==> config.mk <==
export PLATFORM = sky130hd
export DESIGN_NAME = breakpoint_to_step_table_encoder
export DESIGN_NICKNAME = d
export VERILOG_FILES = /design/src/rtl/dbt_pkg.sv /design/src/rtl/dbt_front.sv /design/src/rtl/dbt_cmdq.sv /design/src/rtl/dbt_div.sv /design/src/rtl/dbt_back.sv /design/src/rtl/breakpoint_to_step_table_encoder.sv
export SDC_FILE = /design/constraint.sdc
export NUM_CORES = 1
export LEC_CHECK = 0
export BUFFER_PORTS_ARGS = -buffer_cell sky130_fd_sc_hd__buf_2
export CORE_ASPECT_RATIO = 1.1
export CORE_MARGIN = 3
export CORE_UTILIZATION = 56
export CTS_CLUSTER_DIAMETER = 80
export DETAILED_ROUTE_END_ITERATION = 7
export PLACE_DENSITY = 0.76
export SYNTH_ARGS = -nofsm -noshare
export SYNTH_HDL_FRONTEND = slang
export SYNTH_SLANG_ARGS = --single-unit
==> constraint.sdc <==
create_clock -name clk -period 5.35 [get_ports clk]
set_clock_uncertainty 0.1 [all_clocks]
set_input_delay 0.2675 -clock clk [delete_from_list [all_inputs] [get_ports clk]]
set_output_delay 0.2675 -clock clk [all_outputs]
set_load 0.01 [all_outputs]
==> src/rtl/dbt_pkg.sv <==
package dbt_pkg;

    localparam int MAX_VECTORS    = 1024;
    localparam int IDX_W          = 11;
    localparam int ADDR_W         = 12;
    localparam int TIME_W         = 16;
    localparam int WORD_W         = 16;
    localparam int MST_W          = 16;
    localparam int MS_W           = 8;
    localparam int WORDS_PER_ITEM = 3;

    localparam logic [ADDR_W-1:0] PTR_RESET = ADDR_W'(2);
    localparam logic [9:0]        MS_TO_US  = 10'd1000;
    localparam logic [WORD_W-1:0] STOP_SS   = 16'hFFFF;
    localparam logic [WORD_W-1:0] ERR_SS    = 16'h0001;
    localparam logic [WORD_W-1:0] SAT_WORD  = 16'hFFFF;

    // start item header addresses
    localparam logic [ADDR_W-1:0] HDR_ZERO_ADDR  = ADDR_W'(0);
    localparam logic [ADDR_W-1:0] HDR_COUNT_ADDR = ADDR_W'(1);
    localparam logic [ADDR_W-1:0] HDR_V0_ADDR    = ADDR_W'(3);

    // divider: dt in us fits 26 bits, divisor ss*step_quantum fits 24 bits
    localparam int DT_W        = 26;
    localparam int DVS_W       = 24;
    localparam int DIV_STEPS   = 2;
    localparam int DIV_ITER    = DT_W / DIV_STEPS;
    localparam int DIV_CNT_W   = $clog2(DIV_ITER);

    localparam int CMDQ_DEPTH  = 2;
    localparam int CMDQ_PTR_W  = $clog2(CMDQ_DEPTH);
    localparam int OUTQ_DEPTH  = 4;
    localparam int OUTQ_PTR_W  = $clog2(OUTQ_DEPTH);

    localparam logic REG_MAX_STEP_TIME = 1'b0;
    localparam logic REG_STEP_QUANTUM  = 1'b1;

    localparam logic REQ_START  = 1'b0;
    localparam logic REQ_VECTOR = 1'b1;

    typedef struct packed {
        logic              req_type;
        logic [TIME_W-1:0] time_ms;
        logic [WORD_W-1:0] value;
        logic [IDX_W-1:0]  vector_count;
    } in_t;

    typedef struct packed {
        logic [ADDR_W-1:0] word_address;
        logic [WORD_W-1:0] word_data;
        logic              last;
        logic              error;
    } out_t;

    typedef struct packed {
        logic [MST_W-1:0] max_step_time;
        logic [MS_W-1:0]  step_quantum;
    } cfg_t;

    typedef enum logic [1:0] {
        CMD_START,
        CMD_STOP,
        CMD_ERR,
        CMD_NORM
    } cmd_kind_t;

    typedef struct packed {
        cmd_kind_t         kind;
        logic              odd;
        logic [ADDR_W-1:0] ptr;
        logic [WORD_W-1:0] value;
        logic [TIME_W-1:0] diff;
        logic [IDX_W-1:0]  count;
    } cmd_t;

    typedef enum logic [2:0] {
        S_IDLE,
        S_MUL1,
        S_DIV1,
        S_WAIT1,
        S_MUL2,
        S_DIV2,
        S_WAIT2,
        S_EMIT
    } back_state_t;

endpackage

==> src/rtl/dbt_front.sv <==
module dbt_front (
    input  logic          clk,
    input  logic          rst_n,
    input  logic          accept,
    input  dbt_pkg::in_t  req,
    output logic          cmd_valid,
    output dbt_pkg::cmd_t cmd
);
    import dbt_pkg::*;

    logic [TIME_W-1:0] prev_time_reg, prev_time_next;
    logic [IDX_W-1:0]  vector_index_reg, vector_index_next;
    logic [ADDR_W-1:0] word_pointer_reg, word_pointer_next;
    logic              table_full;
    logic              odd;

    assign table_full = (vector_index_reg >= IDX_W'(MAX_VECTORS));
    assign odd        = ~vector_index_reg[0];

    always_comb
    begin
        prev_time_next    = prev_time_reg;
        vector_index_next = vector_index_reg;
        word_pointer_next = word_pointer_reg;
        cmd_valid         = 1'b0;
        cmd.kind          = CMD_START;
        cmd.odd           = odd;
        cmd.ptr           = word_pointer_reg;
        cmd.value         = req.value;
        cmd.diff          = req.time_ms - prev_time_reg;
        cmd.count         = req.vector_count;

        if (accept)
        begin
            if (req.req_type == REQ_START)
            begin
                cmd_valid         = 1'b1;
                prev_time_next    = req.time_ms;
                vector_index_next = '0;
                word_pointer_next = PTR_RESET;
            end
            else if (!table_full)
            begin
                cmd_valid = 1'b1;
                if (req.time_ms == '0)
                    cmd.kind = CMD_STOP;
                else if (req.time_ms <= prev_time_reg)
                    cmd.kind = CMD_ERR;
                else
                    cmd.kind = CMD_NORM;
                prev_time_next    = req.time_ms;
                vector_index_next = vector_index_reg + IDX_W'(1);
                word_pointer_next = word_pointer_reg + (odd ? ADDR_W'(4) : ADDR_W'(2));
            end
        end
    end

    always_ff @(posedge clk or negedge rst_n)
    begin
        if (!rst_n)
        begin
            prev_time_reg    <= '0;
            vector_index_reg <= '0;
            word_pointer_reg <= PTR_RESET;
        end
        else
        begin
            prev_time_reg    <= prev_time_next;
            vector_index_reg <= vector_index_next;
            word_pointer_reg <= word_pointer_next;
        end
    end

endmodule

==> src/rtl/dbt_cmdq.sv <==
module dbt_cmdq (
    input  logic          clk,
    input  logic          rst_n,
    input  logic          push,
    input  dbt_pkg::cmd_t cmd_in,
    output logic          full,
    input  logic          pop,
    output dbt_pkg::cmd_t cmd_out,
    output logic          empty
);
    import dbt_pkg::*;

    cmd_t                  mem [CMDQ_DEPTH];
    logic [CMDQ_PTR_W-1:0] wr_ptr_reg, rd_ptr_reg;
    logic [CMDQ_PTR_W:0]   count_reg, count_next;
    logic                  do_wr, do_rd;

    assign full    = (count_reg == (CMDQ_PTR_W+1)'(CMDQ_DEPTH));
    assign empty   = (count_reg == '0);
    assign do_wr   = push && !full;
    assign do_rd   = pop && !empty;
    assign cmd_out = mem[rd_ptr_reg];

    always_comb
    begin
        count_next = count_reg;
        if (do_wr && !do_rd)
            count_next = count_reg + (CMDQ_PTR_W+1)'(1);
        else if (do_rd && !do_wr)
            count_next = count_reg - (CMDQ_PTR_W+1)'(1);
    end

    always_ff @(posedge clk or negedge rst_n)
    begin
        if (!rst_n)
        begin
            wr_ptr_reg <= '0;
            rd_ptr_reg <= '0;
            count_reg  <= '0;
        end
        else
        begin
            count_reg <= count_next;
            if (do_wr)
                wr_ptr_reg <= wr_ptr_reg + CMDQ_PTR_W'(1);
            if (do_rd)
                rd_ptr_reg <= rd_ptr_reg + CMDQ_PTR_W'(1);
        end
    end

    always_ff @(posedge clk)
    begin
        if (do_wr)
            mem[wr_ptr_reg] <= cmd_in;
    end

endmodule

==> src/rtl/dbt_div.sv <==
module dbt_div (
    input  logic                      clk,
    input  logic                      rst_n,
    input  logic                      start,
    input  logic [dbt_pkg::DT_W-1:0]  dividend,
    input  logic [dbt_pkg::DVS_W-1:0] divisor,
    output logic                      done,
    output logic [dbt_pkg::DT_W-1:0]  quotient
);
    import dbt_pkg::*;

    logic [DVS_W-1:0]     rem_reg, rem_next;
    logic [DT_W-1:0]      quo_reg, quo_next;
    logic [DVS_W-1:0]     divisor_reg;
    logic [DIV_CNT_W-1:0] cnt_reg;
    logic                 busy_reg;
    logic                 done_reg;

    assign done     = done_reg;
    assign quotient = quo_reg;

    // restoring division, two quotient bits per cycle
    always_comb
    begin
        logic [DVS_W:0] rem_sh;
        rem_sh   = '0;
        rem_next = rem_reg;
        quo_next = quo_reg;
        for (int i = 0; i < DIV_STEPS; i++)
        begin
            rem_sh   = {rem_next, quo_next[DT_W-1]};
            quo_next = {quo_next[DT_W-2:0], 1'b0};
            if (rem_sh >= {1'b0, divisor_reg})
            begin
                rem_sh      = rem_sh - {1'b0, divisor_reg};
                quo_next[0] = 1'b1;
            end
            rem_next = rem_sh[DVS_W-1:0];
        end
    end

    always_ff @(posedge clk or negedge rst_n)
    begin
        if (!rst_n)
        begin
            busy_reg <= 1'b0;
            done_reg <= 1'b0;
            cnt_reg  <= '0;
        end
        else
        begin
            done_reg <= 1'b0;
            if (start)
            begin
                busy_reg <= 1'b1;
                cnt_reg  <= '0;
            end
            else if (busy_reg)
            begin
                cnt_reg <= cnt_reg + DIV_CNT_W'(1);
                if (cnt_reg == DIV_CNT_W'(DIV_ITER - 1))
                begin
                    busy_reg <= 1'b0;
                    done_reg <= 1'b1;
                end
            end
        end
    end

    always_ff @(posedge clk)
    begin
        if (start)
        begin
            rem_reg     <= '0;
            quo_reg     <= dividend;
            divisor_reg <= divisor;
        end
        else if (busy_reg)
        begin
            rem_reg <= rem_next;
            quo_reg <= quo_next;
        end
    end

endmodule

==> src/rtl/dbt_back.sv <==
module dbt_back (
    input  logic          clk,
    input  logic          rst_n,
    input  dbt_pkg::cfg_t cfg,
    input  logic          cmd_empty,
    input  dbt_pkg::cmd_t cmd,
    output logic          cmd_pop,
    input  logic          pop,
    output logic          empty,
    output dbt_pkg::out_t result
);
    import dbt_pkg::*;

    back_state_t       state_reg, state_next;
    cmd_t              cmd_reg;
    logic [DT_W-1:0]   dt_reg;
    logic [WORD_W-1:0] ss_reg, ss_next;
    logic [WORD_W-1:0] nos_reg, nos_next;
    logic [DVS_W-1:0]  dvs_reg;
    logic [1:0]        k_reg, k_next;

    logic              div_start, div_done;
    logic [DT_W-1:0]   div_dividend, div_quotient;
    logic [DVS_W-1:0]  div_divisor;
    logic [DT_W:0]     ss_full;
    logic [MST_W-1:0]  mts;
    logic [MS_W-1:0]   ms;

    out_t                  word;
    logic                  q_wr, q_rd, q_full;
    out_t                  q_mem [OUTQ_DEPTH];
    logic [OUTQ_PTR_W-1:0] q_wr_ptr_reg, q_rd_ptr_reg;
    logic [OUTQ_PTR_W:0]   q_count_reg, q_count_next;

    // zero registers act as one
    assign mts     = (cfg.max_step_time == '0) ? MST_W'(1) : cfg.max_step_time;
    assign ms      = (cfg.step_quantum == '0) ? MS_W'(1) : cfg.step_quantum;
    assign ss_full = {1'b0, div_quotient} + (DT_W+1)'(1);

    dbt_div u_div (
        .clk      (clk),
        .rst_n    (rst_n),
        .start    (div_start),
        .dividend (div_dividend),
        .divisor  (div_divisor),
        .done     (div_done),
        .quotient (div_quotient)
    );

    // word select for the three table writes of one command
    always_comb
    begin
        word.error        = (cmd_reg.kind == CMD_ERR);
        word.last         = (k_reg == 2'd2);
        word.word_address = cmd_reg.ptr;
        word.word_data    = nos_reg;
        if (cmd_reg.kind == CMD_START)
        begin
            case (k_reg)
                2'd0:
                begin
                    word.word_address = HDR_ZERO_ADDR;
                    word.word_data    = '0;
                end
                2'd1:
                begin
                    word.word_address = HDR_COUNT_ADDR;
                    word.word_data    = WORD_W'(cmd_reg.count);
                end
                default:
                begin
                    word.word_address = HDR_V0_ADDR;
                    word.word_data    = cmd_reg.value;
                end
            endcase
        end
        else if (cmd_reg.odd)
        begin
            case (k_reg)
                2'd0:
                begin
                    word.word_address = cmd_reg.ptr;
                    word.word_data    = nos_reg;
                end
                2'd1:
                begin
                    word.word_address = cmd_reg.ptr + ADDR_W'(2);
                    word.word_data    = cmd_reg.value;
                end
                default:
                begin
                    word.word_address = cmd_reg.ptr + ADDR_W'(3);
                    word.word_data    = ss_reg;
                end
            endcase
        end
        else
        begin
            case (k_reg)
                2'd0:
                begin
                    word.word_address = cmd_reg.ptr;
                    word.word_data    = ss_reg;
                end
                2'd1:
                begin
                    word.word_address = cmd_reg.ptr + ADDR_W'(1);
                    word.word_data    = nos_reg;
                end
                default:
                begin
                    word.word_address = cmd_reg.ptr + ADDR_W'(3);
                    word.word_data    = cmd_reg.value;
                end
            endcase
        end
    end

    always_comb
    begin
        state_next   = state_reg;
        ss_next      = ss_reg;
        nos_next     = nos_reg;
        k_next       = k_reg;
        cmd_pop      = 1'b0;
        div_start    = 1'b0;
        div_dividend = dt_reg;
        div_divisor  = dvs_reg;
        q_wr         = 1'b0;

        unique case (state_reg)
            S_IDLE:
            begin
                k_next = '0;
                if (!cmd_empty)
                begin
                    cmd_pop = 1'b1;
                    unique case (cmd.kind)
                        CMD_STOP:
                        begin
                            ss_next    = STOP_SS;
                            nos_next   = '0;
                            state_next = S_EMIT;
                        end
                        CMD_ERR:
                        begin
                            ss_next    = ERR_SS;
                            nos_next   = '0;
                            state_next = S_EMIT;
                        end
                        CMD_NORM:
                            state_next = S_MUL1;
                        default:
                            state_next = S_EMIT;
                    endcase
                end
            end
            S_MUL1:
                state_next = S_DIV1;
            S_DIV1:
            begin
                // ss = (dt - 1) / max_step_time + 1
                div_start    = 1'b1;
                div_dividend = dt_reg - DT_W'(1);
                div_divisor  = DVS_W'(mts);
                state_next   = S_WAIT1;
            end
            S_WAIT1:
            begin
                if (div_done)
                begin
                    ss_next    = (|ss_full[DT_W:WORD_W]) ? SAT_WORD : ss_full[WORD_W-1:0];
                    state_next = S_MUL2;
                end
            end
            S_MUL2:
                state_next = S_DIV2;
            S_DIV2:
            begin
                // nos = dt / (ss * step_quantum)
                div_start  = 1'b1;
                state_next = S_WAIT2;
            end
            S_WAIT2:
            begin
                if (div_done)
                begin
                    nos_next   = (|div_quotient[DT_W-1:WORD_W]) ? SAT_WORD
                                                               : div_quotient[WORD_W-1:0];
                    state_next = S_EMIT;
                end
            end
            S_EMIT:
            begin
                if (!q_full)
                begin
                    q_wr   = 1'b1;
                    k_next = k_reg + 2'd1;
                    if (k_reg == 2'(WORDS_PER_ITEM - 1))
                        state_next = S_IDLE;
                end
            end
            default:
                state_next = S_IDLE;
        endcase
    end

    always_ff @(posedge clk or negedge rst_n)
    begin
        if (!rst_n)
        begin
            state_reg <= S_IDLE;
            k_reg     <= '0;
        end
        else
        begin
            state_reg <= state_next;
            k_reg     <= k_next;
        end
    end

    always_ff @(posedge clk)
    begin
        ss_reg  <= ss_next;
        nos_reg <= nos_next;
        if (cmd_pop)
            cmd_reg <= cmd;
        if (state_reg == S_MUL1)
            dt_reg <= DT_W'(cmd_reg.diff) * DT_W'(MS_TO_US);
        if (state_reg == S_MUL2)
            dvs_reg <= DVS_W'(ss_reg) * DVS_W'(ms);
    end

    // result queue
    assign q_full = (q_count_reg == (OUTQ_PTR_W+1)'(OUTQ_DEPTH));
    assign empty  = (q_count_reg == '0);
    assign q_rd   = pop && !empty;
    assign result = q_mem[q_rd_ptr_reg];

    always_comb
    begin
        q_count_next = q_count_reg;
        if (q_wr && !q_rd)
            q_count_next = q_count_reg + (OUTQ_PTR_W+1)'(1);
        else if (q_rd && !q_wr)
            q_count_next = q_count_reg - (OUTQ_PTR_W+1)'(1);
    end

    always_ff @(posedge clk or negedge rst_n)
    begin
        if (!rst_n)
        begin
            q_wr_ptr_reg <= '0;
            q_rd_ptr_reg <= '0;
            q_count_reg  <= '0;
        end
        else
        begin
            q_count_reg <= q_count_next;
            if (q_wr)
                q_wr_ptr_reg <= q_wr_ptr_reg + OUTQ_PTR_W'(1);
            if (q_rd)
                q_rd_ptr_reg <= q_rd_ptr_reg + OUTQ_PTR_W'(1);
        end
    end

    always_ff @(posedge clk)
    begin
        if (q_wr)
            q_mem[q_wr_ptr_reg] <= word;
    end

endmodule

==> src/rtl/breakpoint_to_step_table_encoder.sv <==
// breakpoint to step table encoder
//
// requests come in on item/push/full: a start request (req_type 0) writes
// the table header (word 0 = 0, word 1 = vector count, word 3 = V0); each
// vector request writes three words at interleaved addresses holding the
// number of steps, the value and the step size of that breakpoint
// table words leave on result/empty/pop, oldest first, last marking the
// third word of each request; max_step_time and step_quantum are written
// through wr_en/wr_index/wr_data; the user must write them only while no
// request is in flight, as the block does not enforce it; a vector request
// passes the back end in order: taking the command, one multiply for dt in
// us, two 26-bit divisions (load, 13 steps of two quotient bits, done) in a
// shared divider, one multiply for the nos divisor and writing the three
// words, which holds while the result queue is full; stop, error and start
// requests skip the arithmetic and go straight to writing their three words
// the front end passes an accepted request straight into a two-entry command
// queue, so up to two requests queue up while the back end works
// reset clears the queues, sets max_step_time 1000, step_quantum 5 and the
// word pointer to 2; when pop stays low the four-entry result queue fills,
// the back end holds, then the command queue fills and full goes high
module breakpoint_to_step_table_encoder (
    input  logic                             clk,
    input  logic                             rst_n,
    input  logic                             push,
    input  dbt_pkg::in_t                     item,
    output logic                             full,
    input  logic                             pop,
    output logic                             empty,
    output dbt_pkg::out_t                    result,
    input  logic                             wr_en,
    input  logic                             wr_index,
    input  logic [dbt_pkg::MST_W-1:0]        wr_data
);
    import dbt_pkg::*;

    logic [MST_W-1:0] max_step_time_reg;
    logic [MS_W-1:0]  step_quantum_reg;
    cfg_t             cfg;

    logic             accept;
    logic             cmd_push;
    cmd_t             cmd_front;
    logic             cmd_full;
    logic             cmd_pop;
    logic             cmd_empty;
    cmd_t             cmd_back;

    // configuration registers
    always_ff @(posedge clk or negedge rst_n)
    begin
        if (!rst_n)
        begin
            max_step_time_reg <= MST_W'(1000);
            step_quantum_reg  <= MS_W'(5);
        end
        else if (wr_en)
        begin
            unique case (wr_index)
                REG_MAX_STEP_TIME: max_step_time_reg <= wr_data;
                REG_STEP_QUANTUM:  step_quantum_reg  <= wr_data[MS_W-1:0];
                default:           ;
            endcase
        end
    end

    assign cfg.max_step_time = max_step_time_reg;
    assign cfg.step_quantum  = step_quantum_reg;

    // request accepted whenever the command queue has room
    assign full   = cmd_full;
    assign accept = push && !cmd_full;

    // front end: classify, keep previous time, index and word pointer
    dbt_front u_front (
        .clk       (clk),
        .rst_n     (rst_n),
        .accept    (accept),
        .req       (item),
        .cmd_valid (cmd_push),
        .cmd       (cmd_front)
    );

    dbt_cmdq u_cmdq (
        .clk     (clk),
        .rst_n   (rst_n),
        .push    (cmd_push),
        .cmd_in  (cmd_front),
        .full    (cmd_full),
        .pop     (cmd_pop),
        .cmd_out (cmd_back),
        .empty   (cmd_empty)
    );

    // back end: step arithmetic and table word output
    dbt_back u_back (
        .clk       (clk),
        .rst_n     (rst_n),
        .cfg       (cfg),
        .cmd_empty (cmd_empty),
        .cmd       (cmd_back),
        .cmd_pop   (cmd_pop),
        .pop       (pop),
        .empty     (empty),
        .result    (result)
    );

    // front never writes into a full command queue
    a_no_push_when_full : assert property (@(posedge clk) disable iff (!rst_n)
        cmd_push |-> !cmd_full)
        else $error("command written into full queue");

    // back never takes a command from an empty queue
    a_no_pop_when_empty : assert property (@(posedge clk) disable iff (!rst_n)
        cmd_pop |-> !cmd_empty)
        else $error("command read from empty queue");

    // a step_quantum write lands in the register on the next cycle
    a_step_quantum_write : assert property (@(posedge clk) disable iff (!rst_n)
        (wr_en && wr_index == REG_STEP_QUANTUM)
            |=> (step_quantum_reg == $past(wr_data[MS_W-1:0])))
        else $error("step_quantum write lost");

endmodule
==> results.sh, run 1 <==
export IMPL_run_status="completed"
export IMPL_cp_max_stage_delay_ns=0.54
export IMPL_final_core_utilization_pct=66.6
export IMPL_drc_errors=0
export IMPL_final_seq_area_mm2=0.0152
export IMPL_fill_cells=3913
export IMPL_end_kind="register"
export IMPL_total_nets_after_synthesis=2991
export IMPL_worst_setup_path_start_kind="register"
export IMPL_final_max_slew_violation_count=0
export IMPL_track_usage_pct=24.2
export IMPL_crit_required_ns=5.61
export IMPL_initial_drc_count=1675
export IMPL_synthCells=2599
export IMPL_drt_total_wl_um=70400
export IMPL_met2_length_um=36800
export IMPL_synth_edff_count=420
export IMPL_top_layer_used="met4"
export IMPL_synth_compound_area_share_pct=9.34
export IMPL_cp_cell_sequence="buf_6 > nand2_2 > fa_1 > inv_2 > fa_1 > fa_1 > inv_2 > fa_1 > inv_2 > ha_4 > a211o_1 > o31ai_4 > a21oi_2 > a2111oi_4 > o311ai_2 > a21o_1 > a21o_1 > xnor2_1"
export IMPL_hold_path_class="input port to register"
export IMPL_number_of_flip_flops_in_the_largest_register=120
export IMPL_avgRoutedWirePerCell_um=19.3
export IMPL_netlist_area_mm2=0.0311
export IMPL_synth_area_mux_share_pct=6.45
export IMPL_ys_top_cells_by_area="edfxtp_1 (41%), fa_1 (9.2%), ha_1 (7.4%)"
export IMPL_synth_fa_ha_area_share_pct=16.6
export IMPL_h_tree_depth=2
export IMPL_port_buffers=97
export IMPL_detailed_route_via_count=21216
export IMPL_critical_path_max_fanout=3
export IMPL_timing_critical_path_arrival_ns=5.47
export IMPL_reg2reg_setup_slack_ns=0.14
export IMPL_synth_async_sr_flop_share_pct=15.9
export IMPL_synth_ff_type="edfxtp_1"
export IMPL_initial_standard_cell_utilization_of_the_core_pct=57.3
export IMPL_vias_in_the_first_global_route=21786
export IMPL_slew_headroom_pct=8.01
export IMPL_setup_viol_count_final=0
export IMPL_synth_simple_gate_area_share_pct=11.0
export IMPL_row_count=89
export IMPL_detail_route_vias_per_cell=5.82
export IMPL_ys_types=89
export IMPL_dpl_hpwl_um=50000
export IMPL_detailed_routing_iteration_count_for_the_pre_antenna_repair_pass=7
export IMPL_worst_path_max_delay_cell="dfstp_2"
export IMPL_grt_antenna_before_repair=1
export IMPL_dr_wl_met3_um=3230
export IMPL_synth_ff_latch_count=528
export IMPL_yosysWarnings=0
export IMPL_number_of_maximum_capacitance_constraint_violations=0
export IMPL_wire_length_of_the_first_global_routing_pass_um=114000
export IMPL_gp_routability_congestion=0.861
export IMPL_worst_pin_slew_ns=1.38
export IMPL_multi_input_area_mm2=0.0152
export IMPL_synth_area_per_cell_um2=12.0
export IMPL_cpMostUsedCell="fa_1"
export IMPL_synth_largest_area_cell="edfxtp_1"
export IMPL_critPathKind="register to register"
export IMPL_report_final_hold_viol_count=0
export IMPL_tritoncts="built"
export IMPL_post_route_min_period_ns=5.21
export IMPL_yosysTopAreaCellShare_pct=40.5
export IMPL_clk_path_buf_depth=3
export IMPL_synthMostInstantiatedCell="edfxtp_1"
export IMPL_die_area_mm2=0.0584
export IMPL_die_w_um=231
export IMPL_final_net_count=3261
export IMPL_layout_area_overhead_vs_synth_pct=16.3
export IMPL_cts_bufs_inserted=57
export IMPL_antenna_violating_nets_left=0
export IMPL_post_route_period_util_pct=97.3
export IMPL_netlist_top_cells_count="edfxtp_1 (420), nand2_1 (242), inv_1 (205)"
export IMPL_cts_root_buffer="clkbuf_16"
export IMPL_achievable_frequency_mhz=192
export IMPL_num_io_pins=98
export IMPL_synth_top_family_by_area="adder cells"
export IMPL_grt_start_max_net_pins=61
export IMPL_sequential_share_of_the_synthesized_area_pct=48.9
export IMPL_cts_num_sinks=528
export IMPL_die_h_um=253
export IMPL_core_region_area_mm2=0.0543
export IMPL_clkSlewWorstSetupHoldPaths_ns=0.06
export IMPL_grt_overflow_total=0
export IMPL_route_layer_met1_wl_um=28000
export IMPL_clock_latency_ns=0.64
export IMPL_post_route_cells_drive_above_1_share_pct=18.9
export IMPL_post_synth_xor_area_fraction_pct=4.22
==> cells by family (layout without fill, tap and decap cells) <==
family | count (synthesis) | in the layout
fa+ha+maj | 326 | 326
flops | 528 | 528
buf+inv | 287 | 606
mux | 151 | 151
simple gates | 692 | 692
other cells | 0 | 1
xor+xnor | 150 | 150
compound gates | 465 | 465
==> through the flow <==
stage	setup TNS [ns]	cells	cell area, um^2	setup slack (ns)	hold slack, ns
floorplan	0	2599	31100	0.0332	-0.128
global placement	-0.108	3452	33000	-0.108	0.120
detailed placement	-0.0902	3452	33000	-0.0902	0.122
CTS	0	3625	35700	0.0402	0.125
global route	-0.429	3647	36200	-0.0802	0.222
finish	0	3647	36200	0.143	0.166
==> worst max-delay path, delay by kind of cell, from the launching register on <==
family          cells  cell delay (ns)
fa+ha+maj           5             2.27
simple gates        1             0.05
xor+xnor            1             0.12
flops               1             0.54
buf+inv             4             0.23
compound gates      7             1.62
==> cells in the final DEF, fill, tap and decap left out, drive strengths merged, types with 10 or more instances in the layout <==
master         n
xor2          54
mux4          30
dlygate4sd3   65
xnor2         96
nand2b        18
a21o          26
fa           143
a31oi         25
o21a          29
buf          224
o21ai        151
a21oi        130
clkinv        23
nor3          35
inv          209
or3           15
dfrtp         75
nor2         127
nor2b         33
clkbuf        74
and2          89
nand3         45
and3          15
nor4          18
o211ai        10
dfxtp         24
mux2          95
mux2i         26
nand4         20
edfxtp       420
nand2        243
ha           183
==> area by class of cell <==
| class | instances | area share (%) |
|---|---|---|
| antenna | 1 | 0.00692 |
| tap | 728 | 2.52 |
| multi-input combinational | 1784 | 41.9 |
| sequential | 528 | 42.0 |
| timing repair buffer | 290 | 5.97 |
| inverter | 208 | 2.16 |
| clock inverter | 35 | 1.21 |
| clock buffer | 73 | 4.19 |
==> per-layer routing <==
| layer | up-vias | global-route usage, % |
|---|---|---|
| li1 | 9847 | - |
| met1 | 10581 | 30.0 |
| met2 | 641 | 44.1 |
| met3 | 147 | 2.86 |
| met4 | 0 | 7.88 |
| met5 | - | 0 |
==> path summary, 6_finish.rpt <==
| kind | startpoint | cells past startpoint | to |
|---|---|---|---|
| hold reg to reg | u_front.word_pointer_reg[11] | 0 | u_cmdq.mem[1][54] |
| max in group asynchronous | rst_n | 4 | u_back.u_div.cnt_reg[2] |
| min in group asynchronous | rst_n | 3 | max_step_time_reg[2] |
| hold / removal | push | 5 | u_front.vector_index_reg[10] |
| setup reg to reg | step_quantum_reg[2] | 18 | u_back.dvs_reg[23] |
| setup / recovery | step_quantum_reg[2] | 18 | u_back.dvs_reg[23] |
==> repair_timing <==
action,in CTS,in global routing
pin swaps,2,55
buffers inserted,0,19
hold buffers,65,0
cloned,0,2
gates resized for setup,2,82
endpoints found under the hold margin,124,0
setup endpoints to repair,2,30
Power of run 1 is not shown: default switching activity piles up to over one toggle a cycle in this logic, so the estimate is an artifact.
==> inputs of run 2 (changes only) <==
--- a/config.mk
+++ b/config.mk
@@ -11,7 +11,7 @@
 export CORE_UTILIZATION = 56
 export CTS_CLUSTER_DIAMETER = 80
 export DETAILED_ROUTE_END_ITERATION = 7
-export PLACE_DENSITY = 0.76
+export PLACE_DENSITY = 0.73
 export SYNTH_ARGS = -nofsm -noshare
 export SYNTH_HDL_FRONTEND = slang
 export SYNTH_SLANG_ARGS = --single-unit
==> constraint.sdc (replaced) <==
create_clock -name clk -period 5.79 [get_ports clk]
set_clock_uncertainty 0.1 [all_clocks]
set_input_delay 0.2895 -clock clk [delete_from_list [all_inputs] [get_ports clk]]
set_output_delay 0.2895 -clock clk [all_outputs]
set_load 0.01 [all_outputs]
==> run 2 against run 1 <==
Sequential share of layout area grew 1.0 points. Critical endpoint unchanged. First-iteration DRC count shrank 20%. Fmax is 5.2% lower. Critical path depth is 1 higher. Cell count shrank 2.2%.
==> results.sh, run 2 (same netlist as run 1, synthesis figures left out) <==
export IMPL_setup_viol_count_final=0
export IMPL_core_region_area_mm2=0.0543
export IMPL_cts_bufs_inserted=55
export IMPL_multi_input_area_mm2=0.0149
export IMPL_report_final_hold_viol_count=0
export IMPL_post_route_min_period_ns=5.49
export IMPL_number_of_flip_flops_in_the_largest_register=120
export IMPL_achievable_frequency_mhz=182
export IMPL_h_tree_depth=2
export IMPL_die_area_mm2=0.0584
export IMPL_gp_routability_congestion=0.900
export IMPL_worst_pin_slew_ns=1.11
export IMPL_number_of_maximum_capacitance_constraint_violations=0
export IMPL_layout_area_overhead_vs_synth_pct=13.5
export IMPL_initial_drc_count=1346
export IMPL_grt_overflow_total=0
export IMPL_num_io_pins=98
export IMPL_die_h_um=253
export IMPL_end_kind="register"
export IMPL_dpl_instance_area_mm2=0.0326
export IMPL_grt_use_met2_pct=43.1
export IMPL_slew_headroom_pct=25.9
export IMPL_cts_root_buffer="clkbuf_16"
export IMPL_avgRoutedWirePerCell_um=19.2
export IMPL_drt_total_wl_um=68300
export IMPL_final_cell_area_mm2=0.0353
export IMPL_worst_setup_path_start_kind="register"
export IMPL_track_usage_pct=23.8
export IMPL_detailed_route_via_count=20642
export IMPL_drc_errors=0
export IMPL_antenna_violating_nets_left=0
export IMPL_mostFrequentLayoutCell="edfxtp_1"
export IMPL_hold_path_class="input port to async pin"
export IMPL_port_buffers=97
export IMPL_run_status="completed"
export IMPL_cp_cell_sequence="buf_4 > and2_1 > fa_1 > fa_1 > fa_1 > inv_1 > fa_1 > inv_1 > ha_1 > nand2_1 > a21oi_1 > o31ai_4 > a21oi_1 > a2111oi_2 > buf_4 > o311ai_1 > a21o_1 > a21o_1 > xnor2_1"
export IMPL_initial_standard_cell_utilization_of_the_core_pct=57.3
export IMPL_crit_required_ns=6.04
export IMPL_post_route_cells_drive_above_1_share_pct=14.8
export IMPL_row_count=89
export IMPL_grt_start_max_net_pins=66
export IMPL_vias_in_the_first_global_route=21426
export IMPL_dpl_hpwl_um=49000
export IMPL_detail_route_vias_per_cell=5.79
export IMPL_groute_layer_met3_usage_pct=2.84
export IMPL_critical_path_max_fanout=6
export IMPL_final_max_slew_violation_count=0
export IMPL_grtUsageMet1_pct=29.7
export IMPL_most_common_layout_cells="edfxtp_1 (420), nand2_1 (242), inv_1 (204)"
export IMPL_clk_path_buf_depth=3
export IMPL_final_net_count=3182
export IMPL_worst_path_max_delay_cell="fa_1"
export IMPL_grt_most_used_layer="met2"
export IMPL_clock_latency_ns=0.62
export IMPL_post_route_period_util_pct=94.8
export IMPL_grt_antenna_before_repair=1
export IMPL_detailed_routing_iteration_count_for_the_pre_antenna_repair_pass=8
export IMPL_die_w_um=231
export IMPL_cp_max_stage_delay_ns=0.58
export IMPL_final_seq_area_mm2=0.0152
export IMPL_clkSlewWorstSetupHoldPaths_ns=0.06
export IMPL_fill_cells=4012
export IMPL_timing_critical_path_arrival_ns=5.74
export IMPL_wire_length_of_the_first_global_routing_pass_um=112000
export IMPL_critPathKind="register to register"
export IMPL_tritoncts="built"
export IMPL_cpMostUsedCell="fa_1"
export IMPL_cts_num_sinks=528
==> run 2: cell count changes in the layout (fill, tap and decap cells not counted), sizes merged <==
cell / change
buf: -74
clkinvlp: -3
dlygate4sd3: -2
clkbuf: +3
bufinv: +6
clkinv: -12
==> run 2: per-stage QoR <==
stage	hold WS (ns)	std cells	setup WS [ns]	setup TNS [ns]	util, %
3_5_place_dp	0.195	3397	0.188	0	60.0
2_1_floorplan	-0.106	2599	0.266	0	-
6_report	0.0972	3565	0.299	0	65.0
5_1_grt	0.142	3565	-0.0303	-0.0303	65.0
3_3_place_gp	0.192	3397	0.179	0	60.0
4_1_cts	0.0714	3563	0.107	0	64.9
==> run 2: area by class of cell <==
| cell class | count | area share [%] |
|---|---|---|
| flip-flops and latches | 528 | 43.1 |
| multi-input cells | 1784 | 42.1 |
| repair buffers | 213 | 4.31 |
| clock buffers | 77 | 4.30 |
| well taps | 728 | 2.58 |
| inverters | 208 | 2.21 |
| clock inverters | 26 | 1.40 |
| diodes | 1 | 0.00708 |
==> run 2: worst paths after layout <==
check	startpoint	to	slack [ns]	depth (start not counted)
max	u_back.ss_reg[5]	u_back.dvs_reg[23]	0.30	19
min	rst_n	u_front.prev_time_reg[13]	0.1	2
max reg2reg	u_back.ss_reg[5]	u_back.dvs_reg[23]	0.30	19
min reg2reg	u_front.prev_time_reg[0]	u_front.prev_time_reg[0]	0.39	2
max in group asynchronous	rst_n	u_back.q_rd_ptr_reg[0]	4.38	3
min in group clk	push	u_front.vector_index_reg[10]	0.15	5
==> run 2: worst max-delay path: cells and delay by family (launching register included) <==
family	cells	cell delay [ns]
DFF	1	0.49
buffers and inverters	4	0.48
adders and majority gates	5	2.53
and+or+nand+nor	2	0.24
AOI/OAI and AO/OA	7	1.32
xor gates and xnor gates	1	0.06
==> run 2: what timing repair did <==
item | CTS | global route
endpoints found under the setup margin | 0 | 23
hold endpoints to repair | 133 | 0
hold buffers | 63 | 0
setup buffers | 0 | 1
resized for setup | 0 | 11
==> run 2: layer usage <==
metal | wire length (um) | vias up
li1 | - | 9719
met1 | 27900 | 10247
met2 | 35200 | 531
met3 | 3030 | 145
met4 | 2100 | 0
met5 | 0 | -
Power of run 2 is left out for the same reason.
==> inputs of run 3 (changes only) <==
--- a/config.mk
+++ b/config.mk
@@ -6,10 +6,10 @@
 export NUM_CORES = 1
 export LEC_CHECK = 0
 export BUFFER_PORTS_ARGS = -buffer_cell sky130_fd_sc_hd__buf_2
-export CORE_ASPECT_RATIO = 1.1
 export CORE_MARGIN = 3
 export CORE_UTILIZATION = 56
 export CTS_CLUSTER_DIAMETER = 80
+export CTS_CLUSTER_SIZE = 20
 export DETAILED_ROUTE_END_ITERATION = 7
 export PLACE_DENSITY = 0.73
 export SYNTH_ARGS = -nofsm -noshare
==> run 3 against run 2 <==
Global-route usage decreased by 1.1 points. First-iteration DRC count increased by 18%. Worst setup slack improved by 0.0072 ns. Die area about the same. Design area decreased by 2.5%. Critical path depth increased by 2. Clock-buffer cell count decreased by 22. Cell count decreased by 0.79%. Sequential cell count unchanged. Wire length decreased by 3.5%. Highest routed layer is now met5. Worst hold slack got worse by 0.025 ns. Critical endpoint is now u_back.u_div.rem_reg[22]. Non-clock buffer count increased by 1.
==> results.sh, run 3 (same netlist as run 1, synthesis figures left out) <==
export IMPL_initial_standard_cell_utilization_of_the_core_pct=57.3
export IMPL_cts_root_buffer="clkbuf_16"
export IMPL_end_kind="register"
export IMPL_min_path_cells=3
export IMPL_die_h_um=242
export IMPL_h_tree_depth=2
export IMPL_final_net_count=3163
export IMPL_cp_max_stage_delay_ns=0.43
export IMPL_cts_num_sinks=528
export IMPL_detailed_routing_iteration_count_for_the_pre_antenna_repair_pass=8
export IMPL_timing_rr_start="u_back.u_div.divisor_reg[4]"
export IMPL_port_buffers=97
export IMPL_dpl_hpwl_um=48100
export IMPL_slew_headroom_pct=24.5
export IMPL_worst_setup_path_start_kind="register"
export IMPL_track_usage_pct=22.6
export IMPL_worst_path_max_delay_cell="a2111oi_4"
export IMPL_avgRoutedWirePerCell_um=18.6
export IMPL_number_of_diodes_added_for_antenna_fixing=0
export IMPL_core_region_area_mm2=0.0543
export IMPL_layout_area_overhead_vs_synth_pct=10.7
export IMPL_detail_route_vias_per_cell=5.79
export IMPL_die_w_um=242
export IMPL_final_core_utilization_pct=63.4
export IMPL_post_route_min_period_ns=5.48
export IMPL_grt_antenna_before_repair=1
export IMPL_achievable_frequency_mhz=182
export IMPL_post_route_cells_drive_above_1_share_pct=13.7
export IMPL_antenna_violating_nets_left=0
export IMPL_clk_path_buf_depth=3
export IMPL_multi_input_area_mm2=0.0149
export IMPL_wire_length_of_the_first_global_routing_pass_um=108000
export IMPL_clock_latency_ns=0.57
export IMPL_worst_pin_slew_ns=1.13
export IMPL_tritoncts="built"
export IMPL_hold_path_class="input port to register"
export IMPL_run_status="completed"
export IMPL_drt_total_wl_um=65900
export IMPL_drc_errors=0
export IMPL_cpMostUsedCell="a21oi_1"
export IMPL_gp_routability_congestion=0.874
export IMPL_hold_path_endpoint="u_front.word_pointer_reg[1]"
export IMPL_num_io_pins=98
export IMPL_hold_path_startpoint="push"
export IMPL_number_of_maximum_capacitance_constraint_violations=0
export IMPL_critical_path_max_fanout=26
export IMPL_cts_bufs_inserted=35
export IMPL_number_of_flip_flops_in_the_largest_register=120
export IMPL_initial_drc_count=1585
export IMPL_cp_cell_sequence="inv_1 > ha_1 > a2111oi_4 > a21oi_1 > o41ai_4 > o21ai_2 > a21boi_4 > buf_4 > nand2_1 > o21ai_1 > ha_1 > a21oi_1 > o21ai_0 > o21a_1 > a311o_1 > o31a_1 > a41oi_1 > a21oi_1 > or3_1 > nand4b_1 > nand3_1"
export IMPL_most_common_layout_cells="edfxtp_1 (420), nand2_1 (242), inv_1 (204)"
export IMPL_clkSlewWorstSetupHoldPaths_ns=0.09
export IMPL_reg2reg_setup_slack_ns=0.31
export IMPL_ff2ff_path_depth=21
export IMPL_report_final_hold_viol_count=0
export IMPL_row_count=85
export IMPL_critPathKind="register to register"
export IMPL_grt_overflow_total=0
export IMPL_post_route_period_util_pct=94.7
export IMPL_rsz0062_at_grt="true"
export IMPL_final_cell_area_mm2=0.0344
export IMPL_fill_cells=4114
export IMPL_crit_required_ns=6.16
export IMPL_detailed_route_via_count=20486
export IMPL_grt_start_max_net_pins=58
export IMPL_timing_critical_path_arrival_ns=5.85
export IMPL_critical_r2r_capture="u_back.u_div.rem_reg[22]"
export IMPL_dpl_instance_area_mm2=0.0326
export IMPL_setup_viol_count_final=0
export IMPL_final_seq_area_mm2=0.0152
export IMPL_mostFrequentLayoutCell="edfxtp_1"
export IMPL_vias_in_the_first_global_route=20904
export IMPL_final_max_slew_violation_count=0
export IMPL_die_area_mm2=0.0584
[run 3: changes by cell type in the layout (fill, tap and decap cells not counted), sizes merged, moves of 2 or more]
cell / previous run / this run
bufinv: 12 / 0
inv: 209 / 212
buf: 150 / 152
clkinv: 11 / 5
clkinvlp: 2 / 0
clkbuf: 77 / 55
[run 3: through the flow]
step	instances	setup TNS [ns]	setup slack, ns	hold slack, ns
after floorplan	2599	0	0.266	-0.106
after global placement	3406	0	0.131	0.212
after detailed placement	3406	0	0.132	0.223
after CTS	3532	0	0.119	0.0258
after global routing	3537	-0.256	-0.0620	0.131
final	3537	0	0.307	0.0717
[run 3: per-layer routing]
| metal | up-vias | routed length (um) | part of all wire (%) | track usage [%] |
|---|---|---|---|---|
| met5 | - | 17 | 0.026 | 0 |
| met4 | 2 | 2350 | 3.6 | 8.38 |
| met3 | 152 | 3270 | 5.0 | 2.96 |
| met2 | 597 | 32600 | 50 | 38.7 |
| met1 | 10121 | 27600 | 42 | 29.8 |
| li1 | 9614 | - | - | - |
[run 3: what timing repair did]
item                       in CTS  in global routing
buffers inserted                0                  5
resized for setup               0                  9
setup endpoints to repair       0                 26
hold buffers                   62                  0
hold endpoints to repair      125                  0
[run 3: how the worst max path moves through the flow]
stage | from | depth (start not counted) | slack [ns] | endpoint
after floorplan | step_quantum_reg[4] | 19 | 0.27 | u_back.dvs_reg[23]
after global placement | step_quantum_reg[2] | 19 | 0.13 | u_back.dvs_reg[23]
after detailed placement | u_back.ss_reg[2] | 18 | 0.13 | u_back.dvs_reg[23]
after CTS | u_back.ss_reg[2] | 18 | 0.12 | u_back.dvs_reg[23]
after global routing | u_back.u_div.quotient[25] | 24 | -0.06 | u_back.u_div.rem_reg[0]
final | u_back.u_div.divisor_reg[4] | 21 | 0.31 | u_back.u_div.rem_reg[22]
[run 3: layout make-up]
| type | count | area share (%) |
|---|---|---|
| Clock inverter | 9 | 0.309 |
| Tap cell | 739 | 2.68 |
| Inverter | 208 | 2.27 |
| Multi-Input combinational cell | 1784 | 43.2 |
| Timing Repair Buffer | 214 | 4.43 |
| Sequential cell | 528 | 44.2 |
| Clock buffer | 55 | 2.91 |
[run 3: worst max-delay path: cells and delay by family, from the launching register on]
family / cells / cell delay, ns
compound gates: 13 / 3.22
simple gates: 4 / 0.59
flops: 1 / 0.38
buf+inv: 2 / 0.43
fa+ha+maj: 2 / 0.65
Power of run 3 is left out for the same reason.
